[config.mk]
export PLATFORM = sky130hd
export DESIGN_NAME = clpu_ctrl
export DESIGN_NICKNAME = d
export VERILOG_FILES = /design/src/clpu_pkg.sv /design/src/clpu_ctrl.sv
export SDC_FILE = /design/constraint.sdc
export NUM_CORES = 1
export LEC_CHECK = 0
export BUFFER_PORTS_ARGS = -buffer_cell sky130_fd_sc_hd__buf_4
export CAP_MARGIN = 20
export CORE_UTILIZATION = 45
export DETAILED_ROUTE_END_ITERATION = 8
export PLACE_DENSITY = 0.68
export RECOVER_POWER = 50
export SLEW_MARGIN = 5
export SYNTH_ARGS = -nofsm -noshare
export SYNTH_HDL_FRONTEND = slang
export SYNTH_SLANG_ARGS = --single-unit
export TNS_END_PERCENT = 5
[constraint.sdc]
create_clock -name clk -period 3.68 [get_ports clk]
set_clock_uncertainty 0.15 [all_clocks]
set_input_delay 0.184 -clock clk [delete_from_list [all_inputs] [get_ports clk]]
set_output_delay 0.184 -clock clk [all_outputs]
set_load 0.02 [all_outputs]
[src/clpu_pkg.sv]
package clpu_pkg;

  // Fixed field widths
  localparam int COORD_W    = 32;
  localparam int RADIUS_W   = 32;
  localparam int RELAX_W    = 17;
  localparam int RELAX_SH   = 16;
  localparam int SQ_W       = 64;
  localparam int CMD_W      = 3;
  localparam int CFG_W      = 32;
  localparam int CFG_IDX_W  = 2;
  localparam int ACC_W      = 66;
  localparam int SQRT_VW    = 68;
  localparam int ROOT_W     = SQRT_VW / 2;
  localparam int LEN_W      = 33;
  localparam int DIFF_W     = 34;
  localparam int RPROD_W    = DIFF_W + RELAX_W + 1;

  localparam int DEF_MAX_NEIGHBORS = 64;

  // Register reset values
  localparam logic [RELAX_W-1:0]  RELAX_RESET = 17'd655;
  localparam logic [RADIUS_W-1:0] DIST_RESET  = 32'd66;

  // Command codes
  localparam logic [CMD_W-1:0] CMD_LOAD_ORIG = 3'd0;
  localparam logic [CMD_W-1:0] CMD_LOAD_CUR  = 3'd1;
  localparam logic [CMD_W-1:0] CMD_ADD_NB    = 3'd2;
  localparam logic [CMD_W-1:0] CMD_FINISH    = 3'd3;
  localparam logic [CMD_W-1:0] CMD_CLR_MAX   = 3'd4;

  // Register indexes
  localparam logic [CFG_IDX_W-1:0] CFG_RELAX  = 2'd0;
  localparam logic [CFG_IDX_W-1:0] CFG_DIST   = 2'd1;
  localparam logic [CFG_IDX_W-1:0] CFG_SOURCE = 2'd2;

  typedef enum logic [4:0] {
    OP_NONE,
    OP_LOAD_ORIG,
    OP_LOAD_CUR,
    OP_ADD_NB,
    OP_CLR_MAX,
    OP_AVG_START,
    OP_AVG_SAVE,
    OP_RELAX_MUL,
    OP_STEP,
    OP_DIFF_ORIG,
    OP_DIFF_CUR,
    OP_SQ_MUL,
    OP_ACC_ADD,
    OP_SQRT_LIM,
    OP_SAVE_R,
    OP_SQRT_LEN,
    OP_SAVE_LEN,
    OP_SCALE_MUL,
    OP_SCALE_DIV,
    OP_CLAMP_SET,
    OP_FIN_PIN,
    OP_FIN_OUT
  } op_t;

  typedef enum logic [4:0] {
    S_IDLE,
    S_CHECK,
    S_PIN,
    S_AVG_START,
    S_AVG_WAIT,
    S_AVG_SAVE,
    S_RELAX,
    S_STEP,
    S_D2_DIFF,
    S_D2_MUL,
    S_D2_ACC,
    S_D2_CMP,
    S_SQ_LIM,
    S_SQ_LIM_WAIT,
    S_SQ_LEN,
    S_SQ_LEN_WAIT,
    S_CL_DIFF,
    S_CL_MUL,
    S_CL_DIV,
    S_CL_WAIT,
    S_CL_SET,
    S_MV_DIFF,
    S_MV_MUL,
    S_MV_ACC,
    S_OUT
  } state_t;

  typedef struct packed {
    op_t        op;
    logic [1:0] idx;
  } ctl_t;

  typedef struct packed {
    logic count_zero;
    logic lim_zero;
    logic lim_ones;
    logic in_limit;
    logic div_done;
    logic sqrt_done;
    logic out_free;
  } stat_t;

endpackage

[src/clpu_ctrl.sv]
module clpu_ctrl import clpu_pkg::*; (
  input  logic             clk,
  input  logic             rst,
  input  logic             in_valid,
  input  logic [CMD_W-1:0] command,
  input  stat_t            stat,
  output logic             in_stall,
  output ctl_t             ctl
);

  state_t     state, state_next;
  logic [1:0] idx, idx_next;

  always_ff @(posedge clk) begin
    if (rst) begin
      state <= S_IDLE;
      idx   <= '0;
    end else begin
      state <= state_next;
      idx   <= idx_next;
    end
  end

  // command dispatch while idle and sequencing of one finish through the datapath
  always_comb begin
    state_next = state;
    idx_next   = idx;
    ctl.op     = OP_NONE;
    ctl.idx    = idx;
    in_stall   = (state != S_IDLE);
    unique case (state)
      S_IDLE: begin
        if (in_valid) begin
          unique case (command)
            CMD_LOAD_ORIG: ctl.op = OP_LOAD_ORIG;
            CMD_LOAD_CUR:  ctl.op = OP_LOAD_CUR;
            CMD_ADD_NB:    ctl.op = OP_ADD_NB;
            CMD_CLR_MAX:   ctl.op = OP_CLR_MAX;
            CMD_FINISH:    state_next = S_CHECK;
            default:       ctl.op = OP_NONE;
          endcase
        end
      end
      S_CHECK: begin
        idx_next = '0;
        if (stat.count_zero || stat.lim_zero) state_next = S_PIN;
        else                                  state_next = S_AVG_START;
      end
      S_PIN: begin
        if (stat.out_free) begin
          ctl.op     = OP_FIN_PIN;
          state_next = S_IDLE;
        end
      end
      S_AVG_START: begin
        ctl.op     = OP_AVG_START;
        state_next = S_AVG_WAIT;
      end
      S_AVG_WAIT: begin
        if (stat.div_done) state_next = S_AVG_SAVE;
      end
      S_AVG_SAVE: begin
        ctl.op     = OP_AVG_SAVE;
        state_next = S_RELAX;
      end
      S_RELAX: begin
        ctl.op     = OP_RELAX_MUL;
        state_next = S_STEP;
      end
      S_STEP: begin
        ctl.op = OP_STEP;
        if (idx == 2'd2) begin
          idx_next   = '0;
          state_next = stat.lim_ones ? S_MV_DIFF : S_D2_DIFF;
        end else begin
          idx_next   = idx + 1'b1;
          state_next = S_AVG_START;
        end
      end
      S_D2_DIFF: begin
        ctl.op     = OP_DIFF_ORIG;
        state_next = S_D2_MUL;
      end
      S_D2_MUL: begin
        ctl.op     = OP_SQ_MUL;
        state_next = S_D2_ACC;
      end
      S_D2_ACC: begin
        ctl.op = OP_ACC_ADD;
        if (idx == 2'd2) begin
          idx_next   = '0;
          state_next = S_D2_CMP;
        end else begin
          idx_next   = idx + 1'b1;
          state_next = S_D2_DIFF;
        end
      end
      S_D2_CMP: begin
        state_next = stat.in_limit ? S_MV_DIFF : S_SQ_LIM;
      end
      S_SQ_LIM: begin
        ctl.op     = OP_SQRT_LIM;
        state_next = S_SQ_LIM_WAIT;
      end
      S_SQ_LIM_WAIT: begin
        if (stat.sqrt_done) begin
          ctl.op     = OP_SAVE_R;
          state_next = S_SQ_LEN;
        end
      end
      S_SQ_LEN: begin
        ctl.op     = OP_SQRT_LEN;
        state_next = S_SQ_LEN_WAIT;
      end
      S_SQ_LEN_WAIT: begin
        if (stat.sqrt_done) begin
          ctl.op     = OP_SAVE_LEN;
          state_next = S_CL_DIFF;
        end
      end
      S_CL_DIFF: begin
        ctl.op     = OP_DIFF_ORIG;
        state_next = S_CL_MUL;
      end
      S_CL_MUL: begin
        ctl.op     = OP_SCALE_MUL;
        state_next = S_CL_DIV;
      end
      S_CL_DIV: begin
        ctl.op     = OP_SCALE_DIV;
        state_next = S_CL_WAIT;
      end
      S_CL_WAIT: begin
        if (stat.div_done) state_next = S_CL_SET;
      end
      S_CL_SET: begin
        ctl.op = OP_CLAMP_SET;
        if (idx == 2'd2) begin
          idx_next   = '0;
          state_next = S_MV_DIFF;
        end else begin
          idx_next   = idx + 1'b1;
          state_next = S_CL_DIFF;
        end
      end
      S_MV_DIFF: begin
        ctl.op     = OP_DIFF_CUR;
        state_next = S_MV_MUL;
      end
      S_MV_MUL: begin
        ctl.op     = OP_SQ_MUL;
        state_next = S_MV_ACC;
      end
      S_MV_ACC: begin
        ctl.op = OP_ACC_ADD;
        if (idx == 2'd2) begin
          idx_next   = '0;
          state_next = S_OUT;
        end else begin
          idx_next   = idx + 1'b1;
          state_next = S_MV_DIFF;
        end
      end
      S_OUT: begin
        if (stat.out_free) begin
          ctl.op     = OP_FIN_OUT;
          state_next = S_IDLE;
        end
      end
      default: state_next = S_IDLE;
    endcase
  end

endmodule

==> metrics.md, run 1 <==
| Metric | Value |
|---|---|
| Status | finished clean |
| Post-Route Setup TNS | 0 ps |
| Leakage power | slightly below 0.4 nW |
| Netlist cell types | 49 |
| Post-synthesis sequential area ratio | 0.142 |
| Worst hold stages | 4 |
| Most frequent cells in the layout | nand2_1 (18), buf_4 (16), nor2_1 (14), o21ai_0 (14) |
| Final Setup Violations | 0 |
| Core box area | 2020 um^2 |
| WP depth | 5 |
| CTS tree | built |
| Slowest stage delay, CP | 970 ps |
| CTS root buffer | clkbuf_4 |
| Number of enable flip-flop cells after synthesis | 0 |
| Fin area | 1110 um^2 |
| Cell Area, Synth | 990 um^2 |
| Port-buffer cells | 20 |
| Pwr dens | 321 nW/um^2 |
| Diode count | 0 |
| Max-cap violation count | 0 |
| Routed wire length | 2710 um |
| Wire length per cell | 14.5 um |
| H-tree depth | 1 |
| P&R area growth vs syn | 12.5% |
| Die area | 2390 um^2 |
| Main synth FF type | dfxtp_1 |
| Clock buffer depth | 2 |
| Yosys warns | 0 |
| Main area contributors after synthesis | dfxtp_1 (14%), o21ai_0 (7.1%), nand2_1 (6.8%) |
| Data arrival time of the worst path | 2670 ps |
| Vias in the first global route | between 1000 and 1500 |
| Width of the die | 48.9 um |
| Count of final hold-check violations | 0 |
| Site row count | 16 |
| Placer congestion estimate | 0.801 |
| Share of cells above drive strength 1 | 0.144 |
| Commonest non-fill, non-tap cell in the layout | nand2_1 |
| Core Util, Final | 0.551 |
| DR vias/cell | 6.27 |
| Final #Nets | 174 |
| DR iter-0 viols | 22 |
| Critical Path Start Type | flop |
| Largest family of logic cells by synthesized area | compound AO/OA/AOI/OAI gates |
| Routed Antenna Nets | 0 |
| Async SR Flop Fraction | 0 |
| Mux contribution to synthesized area | 0 |
| Yosys top cell by area | dfxtp_1 |
| Mapped Nets | 163 |
| Peak VDD IR | 0.000300 V |
| Unrepaired setup endpoints after global routing | false |
| Mean Syn Cell Area | 6.60 um^2 |
| CTS Buf Count | 3 |
| Slew headroom | 0.335 |
| Adder-cell share of the synthesized area | 0 |
| Critical path's top delay family | flip-flops |
| Clk sink count | 7 |
| FF+latch count, synth | 7 |
| Fin Hold WS | 222 ps |
| First-pass GRT wire length | 4690 um |
| Yosys top cell area share | 0.142 |
| HPWL Detailed | 1800 um |
| Worst EP required | 3690 ps |
| GRT overflow | 0 |
| F_max | 375 MHz |
| Hold Crit Class | input pin to flop |
| Type of the worst setup path | flop to flop |
| Total Routing Usage GR | 0.245 |
| Synth Area in XOR/XNOR | 0.0177 |
| Nature of the critical path endpoint | flop |
| Largest net degree at the start of global routing | 35 |
| Crit path buf inv count | 0 |
| Initial antenna violation count | 0 |
| Die extent in y | slightly below 50 um |
| Simple-Gate Fraction of Synth Area | 0.360 |
| CP cell instances | or3b_1, a2111o_1, nand4_1, nor2_1, a32o_1 |
| Syn Inst Count | 150 |
| Post-synthesis compound-gate area fraction | 0.387 |
| Crit Path Max Fanout | 34 |
| Placed inst area | 1110 um^2 |
| # IOs | 21 |
| Via count | 1173 |
| Tmin final | 2670 ps |
| Clk slew on worst S/H paths | 60 ps |
| Drc violations | 0 |
| Final Cycle Share | 0.724 |
| Worst path slowest cell | dfxtp_1 |
| Worst Tran Pin Value | 997 ps |
| Starting Density | 0.489 |
| TritonRoute pass-1 iters | 4 |
| Worst-skew pair later-pin latency | about 270 ps |
| R2R cell count | 5 |
| Max Slew Vio Count | 0 |
metal layers:
layer | share of wire | track usage
met1 | 0.46 | 0.327
met2 | 0.47 | 0.394
met3 | 0.053 | 0.0498
met4 | 0.012 | 0.0784
met5 | 0 | 0
synthesized netlist by cell type, types with 4 or more instances:
cell type and n:
nand2_1 18, nor2_1 14, o21ai_0 14, clkbuf_1 10, a21oi_1 7, dfxtp_1 7
inv_1 7, nor2b_1 7, nand3_1 5, a211oi_1 4, nor3_1 4, nor3b_1 4
worst register-to-register path, cell delays in order (launching register included):
cell	delay, ps
dfxtp_1	970
or3b_1	450
a2111o_1	380
nand4_1	290
nor2_1	90
a32o_1	210
final timing paths:
| path | startpoint | end | slack (ps) |
|---|---|---|---|
| worst min-delay path | stat[3] | state[4] | 220 |
| worst max-delay path | state[1] | state[0] | 1010 |
| worst max register to register | state[1] | state[0] | 1010 |
| worst min register to register | idx[1] | idx[1] | 380 |
kinds of logic (layout without fill, tap and decap cells):
family	after synthesis	after routing
AOI/OAI and AO/OA	53	53
xor gates and xnor gates	2	2
buffers and inverters	22	32
DFF	7	7
and+or+nand+nor	66	66
sequential cells by signal, indices dropped and copies added, names as in the netlist:
register,cells
idx,2
state,5
cell type report:
cell class / count / area, um^2
inverters: 7 / 26.3
multi-input cells: 121 / 742
repair buffers: 21 / 145
well taps: 27 / 33.8
clock buffers: 4 / 26.3
fillers: 227 / 908
flip-flops and latches: 7 / 140
metrics by stage:
| stage | std cells | power [mW] | worst slack [ps] |
|---|---|---|---|
| floorplan | 150 | 0.237 | 1580 |
| global route | 187 | 0.386 | 873 |
| CTS | 187 | 0.370 | 1080 |
| finish | 187 | 0.357 | 1010 |
| global placement | 182 | 0.288 | 1240 |
| detailed placement | 182 | 0.291 | 1200 |
power breakdown:
group	total (mW)	internal, mW	switching [mW]
sequential	0.122	0.0814	0.0408
combinational	0.158	0.0706	0.0875
clock	0.0771	0.0418	0.0352
repair_timing:
action,CTS,global route
resized for setup,0,0
setup endpoints to repair,0,0
hold buffers,1,0
hold endpoints to repair,1,0
buffers inserted,0,0
Note: power is estimated with default switching activity, not from simulation.
==> run 2, diff against run 1 <==
--- a/config.mk
+++ b/config.mk
@@ -5,6 +5,7 @@
 export SDC_FILE = /design/constraint.sdc
 export NUM_CORES = 1
 export LEC_CHECK = 0
+export ABC_AREA = 1
 export BUFFER_PORTS_ARGS = -buffer_cell sky130_fd_sc_hd__buf_4
 export CAP_MARGIN = 20
 export CORE_UTILIZATION = 45
==> constraint.sdc (replaced) <==
create_clock -name clk -period 2.6 [get_ports clk]
set_clock_uncertainty 0.15 [all_clocks]
set_input_delay 0.13 -clock clk [delete_from_list [all_inputs] [get_ports clk]]
set_output_delay 0.13 -clock clk [all_outputs]
set_load 0.02 [all_outputs]
==> run 2 against run 1 <==
Final area grew 4.9%. Sequential share of layout area down 0.59 points. Flip-flop and latch count stayed put. Non-clock buffer count unchanged. Combinational power rose by 110%. Wire length increased by 6.9%. Synthesized cell count rose by 25%. Largest power group unchanged.
==> metrics.md, run 2 <==
| Metric | Value |
|---|---|
| Status | finished clean (unchanged) |
| F_max | 433 MHz |
| # IOs | 21 (unchanged) |
| Slew headroom | 0.609 (was 0.335) |
| Core box area | 2000 um^2 (was 2020 um^2) |
| Top flop regs | state x5, idx x2 (unchanged) |
| CTS tree | built (unchanged) |
| Commonest non-fill, non-tap cell in the layout | nand2_1 (unchanged) |
| Worst EP required | 2320 ps (was 3690 ps) |
| Width of the die | 48.8 um (was 48.9 um) |
| Cell Area, Synth | 983 um^2 (was 990 um^2) |
| Die extent in y | 48.8 um (was 48.9 um) |
| Top reg by flops | state (unchanged) |
| Nature of the critical path endpoint | output port (was flop) |
| Max Slew Vio Count | 0 (unchanged) |
| Site row count | 16 (unchanged) |
| TritonRoute pass-1 iters | 4 (unchanged) |
| Die area | 2380 um^2 (was 2390 um^2) |
| Post-CTS Resized | 0 (unchanged) |
| Mapped Nets | 201 (was 163) |
| Async SR Flop Fraction | 0 (unchanged) |
| Combinational Power Share | 0.563 (was 0.442) |
| Main synth FF type | dfxtp_1 (unchanged) |
| Clk pwr share | 0.180 (was 0.216) |
| RR Startpoint | state[4] (was state[1]) |
| Vias in the first global route | 1069 (was 1040) |
| Placer congestion estimate | 0.943 (was 0.801) |
| GRT overflow | 0 (unchanged) |
| Synth Area in XOR/XNOR | 0 (was 0.0177) |
| Seq pwr share | 0.257 (was 0.342) |
| Hold Crit Start | stat[3] (unchanged) |
| Routed Antenna Nets | 0 (unchanged) |
| Total Routing Usage GR | 0.261 (was 0.245) |
| Clock buffer depth | 2 (unchanged) |
| Fin worst setup slack | 289 ps (was 1010 ps) |
| Number of enable flip-flop cells after synthesis | 0 (unchanged) |
| Fin Hold WS | 98.4 ps (was 222 ps) |
| CTS root buffer | clkbuf_4 (unchanged) |
| Internal power | 0.293 mW (was 0.194 mW) |
| Yosys warns | 0 (unchanged) |
| Final Cycle Share | 0.889 |
| Critical path's top delay family | flip-flops (unchanged) |
| Via count | 1296 (was 1173) |
| Wire length per cell | 12.2 um (was 14.5 um) |
| Leakage power | 0.640 nW (was 0.388 nW) |
| Worst-skew pair later-pin latency | 260 ps (was 270 ps) |
| Tmin final | 2310 ps |
| Top-count cell post-synth | nand2_1 (unchanged) |
| Routed wire length | 2900 um (was 2710 um) |
| Post-Route Setup TNS | 0 ps (unchanged) |
| Mux contribution to synthesized area | 0 (unchanged) |
| CP cell instances | inv_2, nand2_1, nand2_1, nand3_1, nand3b_1, nor3_1, o311ai_1, buf_4 (was or3b_1, a2111o_1, nand4_1, nor2_1, a32o_1) |
| Syn Inst Count | 188 (was 150) |
| FF+latch count, synth | 7 (unchanged) |
| First-pass GRT wire length | 4740 um (was 4690 um) |
| Crit path buf inv count | 2 (was 0) |
| Slowest stage delay, CP | 690 ps (was 970 ps) |
| Peak VDD IR | 0.000464 V (was 0.000300 V) |
| Final #Nets | 224 (was 174) |
| Adder-cell share of the synthesized area | 0 (unchanged) |
| Pwr dens | 494 nW/um^2 (was 321 nW/um^2) |
| Yosys top cell by area | nand2_1 (was dfxtp_1) |
| Unrepaired setup endpoints after global routing | false (unchanged) |
| H-tree depth | 1 (unchanged) |
| Dpl ws | 636 ps (was 1200 ps) |
| Clk slew on worst S/H paths | 50 ps (was 60 ps) |
| Post-synthesis sequential area ratio | 0.142 (about the same) |
| Post-synthesis compound-gate area fraction | 0.0954 (was 0.387) |
| RR Endpoint | state[3] (was state[0]) |
| Largest family of logic cells by synthesized area | simple AND/OR/NAND/NOR gates (was compound AO/OA/AOI/OAI gates) |
| Diode count | 0 (unchanged) |
| Most frequent cells in the layout | nand2_1 (68), nor2_1 (34), nand3_1 (20), buf_4 (18), inv_1 (13) (was nand2_1 (18), buf_4 (16), nor2_1 (14), o21ai_0 (14)) |
| CTS Buf Count | 3 (unchanged) |
| Type of the worst setup path | flop to output port (was flop to flop) |
| Hold Path Sink | state[3] (was state[4]) |
| Worst hold stages | 4 (unchanged) |
| Worst path slowest cell | dfxtp_1 (unchanged) |
| Fill cells | 207 (was 227) |
| Worst Tran Pin Value | 586 ps (was 997 ps) |
| DR iter-0 viols | 40 (was 22) |
| WP depth | 8 (was 5) |
| Yosys top cell area share | 0.260 (was 0.142) |
| Hold Crit Class | input pin to flop (unchanged) |
| P&R area growth vs syn | 18.8% (was 12.5%) |
| Clk sink count | 7 (unchanged) |
| Max-cap violation count | 0 (unchanged) |
| DR vias/cell | 5.47 (was 6.27) |
| Main area contributors after synthesis | nand2_1 (26%), dfxtp_1 (14%), nor2_1 (13%) (was dfxtp_1 (14%), o21ai_0 (7.1%), nand2_1 (6.8%)) |
| Flop2flop setup slack | 540 ps (was 1010 ps) |
| Count of final hold-check violations | 0 (unchanged) |
| Most frequent cells after synthesis | nand2_1 (68), nor2_1 (33), nand3_1 (20) (was nand2_1 (18), nor2_1 (14), o21ai_0 (14)) |
| Final Setup Violations | 0 (unchanged) |
| NetSw | 0.284 mW (was 0.164 mW) |
| Mean Syn Cell Area | 5.23 um^2 (was 6.60 um^2) |
| Drc violations | 0 (unchanged) |
| Starting Density | 0.491 (was 0.489) |
| R2R cell count | 8 (was 5) |
| Simple-Gate Fraction of Synth Area | 0.665 (was 0.360) |
| Largest register FFs | 5 (unchanged) |
| Netlist cell types | 28 (was 49) |
| Switching share of total power | 0.492 (was 0.458) |
| CP most frequent cell | nand2_1 |
| Data arrival time of the worst path | 2030 ps (was 2670 ps) |
| Port-buffer cells | 20 (unchanged) |
| HPWL Detailed | 2370 um (was 1800 um) |
| Largest net degree at the start of global routing | 16 (was 35) |
| Critical Path Start Type | flop (unchanged) |
| Initial antenna violation count | 0 (unchanged) |
| Share of cells above drive strength 1 | 0.186 (was 0.144) |
| Crit Path Max Fanout | 15 (was 34) |
run 2: cell types whose count changed after synthesis, sizes merged, moves of 4 or more:
cell	previous run	this run
o21ai	14	4
nor2b	7	0
nor3b	4	0
nor2	14	38
clkbuf	10	0
a211oi	4	0
nand3	5	23
nand2	18	69
inv	7	20
run 2: repair_timing:
action,CTS,global route
buffers inserted,0,0
hold buffers,1,0
hold endpoints to repair,5,0
run 2: worst max path at each step:
stage	from	to	slack (ps)
2_1_floorplan	state[2]	ctl[2]	820
3_3_place_gp	state[4]	ctl[2]	620
3_5_place_dp	state[4]	ctl[2]	640
4_1_cts	state[4]	ctl[2]	340
5_1_grt	state[4]	ctl[2]	140
6_report	state[4]	ctl[2]	290
run 2: kinds of logic (layout without fill, tap and decap cells):
kind of cell    count (synthesis)  in the layout
flops                           7              7
buf+inv                        23             45
simple gates                  143            143
compound gates                 15             15
run 2: power groups by stage:
stage | clock network [mW] | logic [mW] | registers [mW]
2_1_floorplan | 0 | 0.276 | 0.123
5_1_grt | 0.115 | 0.358 | 0.151
4_1_cts | 0.107 | 0.336 | 0.148
3_3_place_gp | 0 | 0.334 | 0.150
3_5_place_dp | 0 | 0.334 | 0.150
6_report | 0.104 | 0.325 | 0.148
run 2: layer usage:
| metal | GRT usage | vias to the layer above | wire length (um) |
|---|---|---|---|
| met5 | 0 | - | 0 |
| met4 | 0.0637 | 0 | 55 |
| met3 | 0.0597 | 8 | 270 |
| met2 | 0.407 | 64 | 1310 |
| met1 | 0.359 | 564 | 1270 |
| li1 | - | 660 | - |
run 2: worst register-to-register path: cells and delay by family (launching register included):
family          cells  cell delay, ps
compound gates      2             230
buf+inv             2             250
simple gates        4             670
flops               1             690
run 2: stage by stage:
step                 util  std cells  area [um^2]  power [mW]
global route        0.584        237         1170       0.623
CTS                 0.591        237         1180       0.591
finish              0.584        237         1170       0.577
global placement    0.573        232         1150       0.484
floorplan               -        188          983       0.399
detailed placement  0.573        232         1150       0.483
run 2: cell type report:
type | count | area [um^2] | share of cell area
inverter | 20 | 75.1 | 0.0642
timing repair buffer | 21 | 153 | 0.131
multi-input combinational | 158 | 741 | 0.634
clock buffer | 4 | 26.3 | 0.0225
sequential | 7 | 140 | 0.120
tap | 27 | 33.8 | 0.0289
